### src/hw/rtl/fcwd_pkg.sv
// shared constants, codes and command/status types for the fir convolution block
// depends on nothing; used by fcwd_ctrl, fcwd_datapath and the top level by scoped names
`default_nettype none

package fcwd_pkg;

    // storage sizes
    localparam int MAX_TAPS   = 256;
    localparam int CHANNELS   = 2;
    localparam int TAP_W      = $clog2(MAX_TAPS);
    localparam int N_W        = $clog2(MAX_TAPS + 1);
    localparam int CH_W       = (CHANNELS > 1) ? $clog2(CHANNELS) : 1;
    localparam int HIST_DEPTH = CHANNELS * MAX_TAPS;
    localparam int HIST_AW    = $clog2(HIST_DEPTH);

    // field widths
    localparam int OP_W     = 2;
    localparam int SAMPLE_W = 16;
    localparam int COEF_W   = 16;
    localparam int IDX_W    = 8;
    localparam int TAPCNT_W = 9;
    localparam int LEVEL_W  = 16;
    localparam int CFG_AW   = 2;
    localparam int CFG_DW   = 16;

    // arithmetic widths
    localparam int PROD_W   = 2 * SAMPLE_W;
    localparam int ACC_W    = PROD_W + TAP_W;
    localparam int ACC_LO_W = ACC_W / 2;
    localparam int ACC_HI_W = ACC_W - ACC_LO_W;
    localparam int GAIN_W   = LEVEL_W + 1;
    localparam int MB_W     = ACC_LO_W + 1;
    localparam int MP_W     = GAIN_W + MB_W;
    localparam int TOT_W    = ACC_W + 18;
    localparam int Q_W      = TOT_W - 30;

    localparam logic [LEVEL_W-1:0] LEVEL_ONE = LEVEL_W'(32768);

    // stream packing, lowest bits first
    localparam int IN_SAMPLE_LSB = 0;
    localparam int IN_CH_LSB     = IN_SAMPLE_LSB + SAMPLE_W;
    localparam int IN_IDX_LSB    = IN_CH_LSB + 1;
    localparam int IN_COEF_LSB   = IN_IDX_LSB + IDX_W;
    localparam int IN_USED_W     = IN_COEF_LSB + COEF_W;
    localparam int IN_DATA_W     = ((IN_USED_W + 7) / 8) * 8;
    localparam int OUT_USED_W    = SAMPLE_W + 1;
    localparam int OUT_DATA_W    = ((OUT_USED_W + 7) / 8) * 8;

    // item kinds
    localparam logic [OP_W-1:0] OP_SAMPLE = 2'd0;
    localparam logic [OP_W-1:0] OP_COEF   = 2'd1;
    localparam logic [OP_W-1:0] OP_CLEAR  = 2'd2;

    // register indexes
    localparam logic [CFG_AW-1:0] CFG_ENABLED   = 2'd0;
    localparam logic [CFG_AW-1:0] CFG_TAP_COUNT = 2'd1;
    localparam logic [CFG_AW-1:0] CFG_WET_LEVEL = 2'd2;
    localparam logic [CFG_AW-1:0] CFG_DRY_LEVEL = 2'd3;

    // shared multiplier operand select
    localparam logic [1:0] MUL_HI  = 2'd0;
    localparam logic [1:0] MUL_LO  = 2'd1;
    localparam logic [1:0] MUL_DRY = 2'd2;

    // mix total update
    localparam logic [1:0] TOT_HOLD    = 2'd0;
    localparam logic [1:0] TOT_LOAD_HI = 2'd1;
    localparam logic [1:0] TOT_ADD     = 2'd2;
    localparam logic [1:0] TOT_ADD_DRY = 2'd3;

    typedef struct packed {
        logic       load;
        logic       coef_we;
        logic       clear_start;
        logic       clear_step;
        logic       hist_wr;
        logic       mac_issue;
        logic       mul_en;
        logic [1:0] mul_sel;
        logic [1:0] tot_op;
        logic       out_load;
    } t_cmd;

    typedef struct packed {
        logic filter_on;
        logic clr_last;
        logic mac_last;
        logic pipe_busy;
        logic out_free;
    } t_status;

endpackage

`default_nettype wire

### src/hw/rtl/fcwd_ctrl.sv
// controller state machine: sequences clear sweep, tap loop, mix and output
// depends on fcwd_pkg
`default_nettype none

module fcwd_ctrl (
    input  wire logic                     i_clk,
    input  wire logic                     i_rst_n,
    input  wire logic                     i_in_valid,
    input  wire logic [fcwd_pkg::OP_W-1:0] i_op,
    output logic                          o_in_ready,
    input  wire fcwd_pkg::t_status        i_status,
    output fcwd_pkg::t_cmd                o_cmd
);

    localparam logic [3:0] S_CLEAR = 4'd0;
    localparam logic [3:0] S_IDLE  = 4'd1;
    localparam logic [3:0] S_WRITE = 4'd2;
    localparam logic [3:0] S_MAC   = 4'd3;
    localparam logic [3:0] S_DRAIN = 4'd4;
    localparam logic [3:0] S_MIX1  = 4'd5;
    localparam logic [3:0] S_MIX2  = 4'd6;
    localparam logic [3:0] S_MIX3  = 4'd7;
    localparam logic [3:0] S_MIX4  = 4'd8;
    localparam logic [3:0] S_FIN   = 4'd9;

    logic [3:0] r_state;
    logic [3:0] n_state;
    logic       accept;

    assign o_in_ready = (r_state == S_IDLE);
    assign accept     = i_in_valid && o_in_ready;

    always_comb begin
        n_state = r_state;
        o_cmd   = '0;
        o_cmd.mul_sel = fcwd_pkg::MUL_HI;
        o_cmd.tot_op  = fcwd_pkg::TOT_HOLD;
        unique case (r_state)
            S_CLEAR: begin
                o_cmd.clear_step = 1'b1;
                if (i_status.clr_last) begin
                    n_state = S_IDLE;
                end
            end
            S_IDLE: begin
                if (accept) begin
                    unique case (i_op)
                        fcwd_pkg::OP_SAMPLE: begin
                            o_cmd.load = 1'b1;
                            n_state = i_status.filter_on ? S_WRITE : S_FIN;
                        end
                        fcwd_pkg::OP_COEF: begin
                            o_cmd.coef_we = 1'b1;
                        end
                        fcwd_pkg::OP_CLEAR: begin
                            o_cmd.clear_start = 1'b1;
                            n_state = S_CLEAR;
                        end
                        default: begin
                        end
                    endcase
                end
            end
            S_WRITE: begin
                o_cmd.hist_wr = 1'b1;
                n_state = S_MAC;
            end
            S_MAC: begin
                o_cmd.mac_issue = 1'b1;
                if (i_status.mac_last) begin
                    n_state = S_DRAIN;
                end
            end
            S_DRAIN: begin
                if (!i_status.pipe_busy) begin
                    n_state = S_MIX1;
                end
            end
            S_MIX1: begin
                o_cmd.mul_en  = 1'b1;
                o_cmd.mul_sel = fcwd_pkg::MUL_HI;
                n_state = S_MIX2;
            end
            S_MIX2: begin
                o_cmd.mul_en  = 1'b1;
                o_cmd.mul_sel = fcwd_pkg::MUL_LO;
                o_cmd.tot_op  = fcwd_pkg::TOT_LOAD_HI;
                n_state = S_MIX3;
            end
            S_MIX3: begin
                o_cmd.mul_en  = 1'b1;
                o_cmd.mul_sel = fcwd_pkg::MUL_DRY;
                o_cmd.tot_op  = fcwd_pkg::TOT_ADD;
                n_state = S_MIX4;
            end
            S_MIX4: begin
                o_cmd.tot_op = fcwd_pkg::TOT_ADD_DRY;
                n_state = S_FIN;
            end
            S_FIN: begin
                // hold the result until the output register can take it
                if (i_status.out_free) begin
                    o_cmd.out_load = 1'b1;
                    n_state = S_IDLE;
                end
            end
            default: begin
                n_state = S_IDLE;
            end
        endcase
    end

    always_ff @(posedge i_clk) begin
        if (!i_rst_n) begin
            r_state <= S_CLEAR;
        end else begin
            r_state <= n_state;
        end
    end

endmodule

`default_nettype wire

### config.mk
export PLATFORM = sky130hd
export DESIGN_NAME = fcwd_ctrl
export DESIGN_NICKNAME = d
export VERILOG_FILES = /design/src/hw/rtl/fcwd_pkg.sv /design/src/hw/rtl/fcwd_ctrl.sv
export SDC_FILE = /design/constraint.sdc
export NUM_CORES = 1
export LEC_CHECK = 0
export BUFFER_PORTS_ARGS = -buffer_cell sky130_fd_sc_hd__buf_2
export CAP_MARGIN = 20
export CORE_MARGIN = 2
export CORE_UTILIZATION = 31
export DETAILED_ROUTE_END_ITERATION = 7
export HOLD_SLACK_MARGIN = 0.05
export SYNTH_ARGS = -nofsm -noshare
export SYNTH_HDL_FRONTEND = slang
export SYNTH_SLANG_ARGS = --single-unit
### constraint.sdc
create_clock -name i_clk -period 2 [get_ports i_clk]
set_input_delay 0.1 -clock i_clk [delete_from_list [all_inputs] [get_ports i_clk]]
set_output_delay 0.1 -clock i_clk [all_outputs]
set_load 0.05 [all_outputs]
==> impl_metrics.json, run 1 <==
{
  "status": "complete, no violations",
  "internal-power_w": 0.000371,
  "relSlewSlack_pct": 80.2,
  "start_kind": "register",
  "fp.dieH_um": 41.8,
  "p_sw_share_pct": 52.2,
  "max_freq_ghz": 0.532,
  "routed_wl_mm": 1.05,
  "overflow": 0,
  "clk-insertion-delay-late_ns": 0.23,
  "rsz0062_at_grt": "no",
  "final-hold-violation-count": 0,
  "grt_pass1_vias": 425,
  "dp_cells": 93,
  "clk_pin_slew_ns": 0.04,
  "setup_violations": 0,
  "final_nets": 93,
  "p_seq_share_pct": 16.0,
  "wl_per_cell_um": 11.0,
  "worst-setup-path-type": "reg -> out",
  "antenna_found_initial": 0,
  "fp.dieW_um": 41.8,
  "p_leak_nw": 0.273,
  "antenna_cells": 0,
  "ys_seq_area_share_pct": 18.1,
  "synthXorXnorAreaFrac_pct": 0,
  "layout_commonest_cell": "buf_2",
  "synth_nets": 67,
  "fin_worst_skew_ns": 0.00462,
  "grt_usage_pct": 12.9,
  "hpwl_um": 827,
  "synth_fa_ha_area_share_pct": 0,
  "synth_mux_area_share_pct": 0,
  "post_cts.repair.setup_buffers": 0,
  "stdcell_count": 96,
  "start_util_pct": 33.6,
  "async_flop_share_pct": 0,
  "synth-compound-area-share_pct": 22.0,
  "largest_register": "r_state",
  "syn_area_per_cell_um2": 7.77,
  "place_congestion": 0.786,
  "route.vias.total": 473,
  "min_period_over_period_pct": 94.1,
  "detail_route.iter0.violations": 6,
  "rows": 13,
  "hold_class": "in -> reg",
  "drive_gt1_share_pct": 49.4,
  "die_area_mm2": 0.00175,
  "syn_area_um2": 443,
  "crit_fanout": 10,
  "maxCapViolations": 0,
  "setup_tns_ns": 0,
  "r2r-start": "r_state[1]",
  "slew_viol_final": 0,
  "cts-root-buf": "clkbuf_4",
  "slowest_delay_ns": 0.53,
  "synth.distinct_cells": 29,
  "drc": 0,
  "endpoint": "o_cmd[9]",
  "ys_ff_latch": 4,
  "cp-startpoint": "r_state[0]",
  "yosysTopAreaCell": "dfxtp_1",
  "antenna_left": 0,
  "synth_top_family_by_area": "simple AND/OR/NAND/NOR gates",
  "synth_ff_type": "dfxtp_1",
  "synth-warning-count": 0,
  "pwr-share-comb_pct": 71.2,
  "cp.required_ns": 1.90,
  "num_io_pins": 23,
  "area.growth.synth_to_final_pct": 40.1,
  "cts_tree": "done",
  "synthCells": 57,
  "synth_area_leaders": "dfxtp_1, nor2_1, o32ai_4",
  "clock_power_share_pct": 12.7,
  "layout_common_cells": "buf_2, nand2_1, nor2_1",
  "yosys.area_share.simple_pct": 51.1,
  "cts_made_buffers": 3,
  "reg.largest.list": "r_state x4",
  "endpoint_kind": "output port",
  "port_buffers": 22,
  "htreeDepth": 1,
  "synth_enable_flop_cells": 0,
  "coreArea_mm2": 0.00132,
  "slowest_stage": "or4b_4",
  "tightest_slew_ns": 0.294,
  "finalCriticalPeriod_ns": 1.88,
  "viasPerCell": 4.93,
  "largest_reg_flops": 4,
  "r2r-end": "r_state[1]",
  "cts_sinks": 4,
  "dr.pass1.iters": 4,
  "ff2ff_setup_slack_ns": 0.38,
  "r2r_cells": 5,
  "critical_path.cell_chain": "or4b_4 > clkinvlp_4 > nand2_1 > nor2_2 > buf_2",
  "grt_max_degree": 13,
  "worstPathArrival_ns": 1.78,
  "p_sw_w": 0.000405,
  "ctsLongestPathBuffers": 2,
  "grt_pass1_wl_mm": 1.77,
  "ir_drop_v": 0.000657,
  "powerDensity_mw_per_mm2": 1250,
  "synth_top_area_share_pct": 18.1
}
## metal layers
metal / wire length (um) / global-route usage, % / part of all wire (%) / up-vias
met1: 528 / 16.6 / 50 / 200
met2: 439 / 18.4 / 42 / 22
met5: 0 / 0 / 0 / -
met3: 86 / 5.65 / 8.2 / 0
li1: - / - / - / 251
met4: 0 / 5.81 / 0 / 0
## worst max-delay path: cells and delay by family (launching register included)
kind                   cells  cell delay, ns
buffers and inverters      2            0.35
AND/OR/NAND/NOR            3            0.81
flip-flops                 1            0.39
## worst min path at each step
stage               depth (start not counted)    start    endpoint  slack (ns)
global route                                2  i_rst_n  r_state[0]        0.12
global placement                            3  i_rst_n  r_state[2]        0.38
detailed placement                          2  i_rst_n  r_state[3]        0.38
finish                                      2  i_rst_n  r_state[0]        0.14
floorplan                                   2  i_rst_n  r_state[2]        0.23
CTS                                         3  i_rst_n  r_state[2]        0.13
## through the flow
stage | instance area, um^2 | utilization, % | total power [W] | setup WS, ns | hold WS [ns]
3_3_place_gp | 588 | 44.6 | 0.000676 | 0.232 | 0.381
5_1_grt | 621 | 47.1 | 0.000840 | 0.00213 | 0.119
6_report | 621 | 47.1 | 0.000776 | 0.119 | 0.136
2_1_floorplan | 472 | - | 0.000597 | 0.0494 | 0.229
4_1_cts | 616 | 46.7 | 0.000783 | 0.000383 | 0.134
3_5_place_dp | 588 | 44.6 | 0.000677 | 0.201 | 0.381
## layout make-up
class / instances / area, um^2
Multi-Input combinational cell: 48 / 349
Clock buffer: 3 / 22.5
Sequential cell: 4 / 81.3
Timing Repair Buffer: 25 / 141
Inverter: 1 / 7.51
Tap cell: 15 / 18.8
Fill cell: 143 / 697
## power groups by stage
stage / registers, W / logic (W) / clock network (W)
6_report: 0.000124 / 0.000553 / 0.0000987
2_1_floorplan: 0.000112 / 0.000485 / 0
3_5_place_dp: 0.000124 / 0.000553 / 0
4_1_cts: 0.000123 / 0.000556 / 0.000104
5_1_grt: 0.000128 / 0.000595 / 0.000117
3_3_place_gp: 0.000124 / 0.000552 / 0
## logic make-up (layout without fill, tap and decap cells)
family | after synthesis | after routing
AND/OR/NAND/NOR | 38 | 38
AO/OA/AOI/OAI | 10 | 10
buffers and inverters | 5 | 29
flip-flops | 4 | 4
## synth_stat cells (2+ instances only)
cell and number:
a21oi_1 3, buf_6 2, dfxtp_1 4, nand2_1 7
nand2b_1 3, nor2_1 8, nor2b_1 3, nor3_1 2
nor3b_1 3, or2b_1 2, or3b_1 2
## repair_timing
action	CTS	global route
hold buffers	0	0
gates resized for setup	2	2
gates cloned	0	0
endpoints found under the setup margin	2	3
Note: power is estimated with default switching activity, not from simulation.
==> run 2: changes to the inputs <==
--- a/config.mk
+++ b/config.mk
@@ -10,6 +10,7 @@
 export CORE_MARGIN = 2
 export CORE_UTILIZATION = 31
 export DETAILED_ROUTE_END_ITERATION = 7
+export GPL_ROUTABILITY_DRIVEN = 0
 export HOLD_SLACK_MARGIN = 0.05
 export SYNTH_ARGS = -nofsm -noshare
 export SYNTH_HDL_FRONTEND = slang
==> constraint.sdc (replaced) <==
create_clock -name i_clk -period 1.8 [get_ports i_clk]
set_input_delay 0.09 -clock i_clk [delete_from_list [all_inputs] [get_ports i_clk]]
set_output_delay 0.09 -clock i_clk [all_outputs]
set_load 0.05 [all_outputs]
==> run 2 against run 1 <==
Net effect: sequential power grew 17%; register-to-register slack lost 0.19 ns; first-iteration DRC count shrank 33%; via count is the same; sequential cell count is the same; global-route usage grew 1.4 points; die area is the same; largest power group unchanged; highest routed layer unchanged.
==> impl_metrics.json, run 2 (synthesis gave the netlist of run 1 again) <==
{
  "status": "complete, no violations",
  "drive_gt1_share_pct": 54.2,
  "finalCriticalPeriod_ns": 1.74,
  "r2r-start": "r_state[2]",
  "cp.required_ns": 1.71,
  "internal-power_w": 0.000445,
  "die_area_mm2": 0.00175,
  "power.total_w": 0.000907,
  "fin_worst_skew_ns": 0.000884,
  "p_sw_w": 0.000463,
  "maxCapViolations": 0,
  "hpwl_um": 871,
  "clock_power_share_pct": 12.0,
  "p_sw_share_pct": 51.0,
  "cts_sinks": 4,
  "dp_cells": 93,
  "use_met3_pct": 2.61,
  "stdcell_count": 98,
  "start_kind": "register",
  "cts_tree": "done",
  "cts-root-buf": "clkbuf_4",
  "p_leak_nw": 0.294,
  "layout_commonest_cell": "buf_2",
  "crit_fanout": 4,
  "setup_violations": 0,
  "antenna_left": 0,
  "port_buffers": 22,
  "wl_per_cell_um": 11.3,
  "grtUsageMet2_pct": 22.2,
  "r2r-end": "r_state[1]",
  "coreArea_mm2": 0.00132,
  "slew_viol_final": 0,
  "reg.largest.list": "r_state x4",
  "grt_util_met1_pct": 18.5,
  "cp-startpoint": "r_state[2]",
  "clk-insertion-delay-late_ns": 0.23,
  "ff2ff_setup_slack_ns": 0.19,
  "tightest_slew_ns": 0.332,
  "r2r_cells": 5,
  "cts_made_buffers": 3,
  "holdBufCountCts": 0,
  "grt_max_degree": 11,
  "relSlewSlack_pct": 77.8,
  "grt_pass1_wl_mm": 1.97,
  "hold_class": "in -> reg",
  "max_freq_ghz": 0.575,
  "top_usage_layer": "met2",
  "worst-setup-path-type": "reg -> out",
  "min_period_over_period_pct": 96.6,
  "grt_pass1_vias": 469,
  "layout_common_cells": "buf_2, nor2_1, nand2_1",
  "dr.pass1.iters": 4,
  "ctsLongestPathBuffers": 2,
  "hold_ws_ns": 0.132,
  "fp.dieW_um": 41.8,
  "final-hold-violation-count": 0,
  "hold_path_end": "r_state[2]",
  "area.growth.synth_to_final_pct": 48.6,
  "routed_wl_mm": 1.11,
  "final_nets": 95,
  "powerDensity_mw_per_mm2": 1380,
  "fp.dieH_um": 41.8,
  "overflow": 0,
  "start_util_pct": 33.6,
  "viasPerCell": 4.83,
  "pwr-share-comb_pct": 72.0,
  "largest_register": "r_state",
  "num_io_pins": 23,
  "endpoint_kind": "output port",
  "antenna_cells": 0,
  "hold_path.startpoint": "i_rst_n",
  "clk_pin_slew_ns": 0.04,
  "drc": 0,
  "ir_drop_v": 0.000801,
  "htreeDepth": 1,
  "route.vias.total": 473,
  "fin_util_pct": 50.0,
  "worstPathArrival_ns": 1.65,
  "largest_reg_flops": 4,
  "p_seq_share_pct": 16.0,
  "detail_route.iter0.violations": 4,
  "rows": 13,
  "grt_usage_pct": 14.3,
  "holdPathStages": 3,
  "antenna_found_initial": 0
}
-- run 2: worst max-delay path, cell delays in order (launching register included) --
cell and delay (ns):
dfxtp_2 0.33, or4b_4 0.56, clkinvlp_4 0.11, nand2_4 0.07
nor3b_4 0.17, buf_6 0.18
-- run 2: per-stage QoR --
stage               area, um^2  setup WS [ns]  setup TNS [ns]
floorplan                  485        -0.0455          -0.107
global placement           602          0.191               0
detailed placement         602          0.174               0
CTS                        637        0.00352               0
global route               658       -0.00932         -0.0154
finish                     658         0.0617               0
-- run 2: how the worst max path moves through the flow --
stage / endpoint / slack (ns) / depth (start not counted)
CTS: o_cmd[10] / 0.004 / 5
global placement: o_cmd[10] / 0.19 / 5
finish: o_cmd[10] / 0.06 / 5
detailed placement: o_cmd[10] / 0.17 / 5
floorplan: o_cmd[10] / -0.05 / 5
global route: o_cmd[11] / -0.009 / 5
-- run 2: per-layer routing --
| metal | up-vias | part of all wire [%] |
|---|---|---|
| met4 | 0 | 0 |
| met3 | 0 | 7.0 |
| met2 | 21 | 45 |
| met5 | - | 0 |
| met1 | 196 | 48 |
| li1 | 256 | - |
-- run 2: area by class of cell --
| cell class | instances | area, um^2 |
|---|---|---|
| Fill cell | 143 | 659 |
| Multi-Input combinational cell | 48 | 362 |
| Timing Repair Buffer | 27 | 163 |
| Sequential cell | 4 | 85.1 |
| Clock buffer | 3 | 22.5 |
| Tap cell | 15 | 18.8 |
| Inverter | 1 | 7.51 |
-- run 2: repair_timing --
action	CTS	global route
gates resized for setup	4	3
pin swaps	1	1
setup buffers	0	2
endpoints found under the setup margin	2	3
hold endpoints to repair	0	0
-- run 2: power groups by stage --
stage	clock [W]	combinational (W)	sequential, W
after floorplan	0	0.000553	0.000126
after global placement	0	0.000622	0.000144
after detailed placement	0	0.000622	0.000145
after CTS	0.000113	0.000629	0.000143
after global routing	0.000120	0.000701	0.000150
final	0.000109	0.000654	0.000145
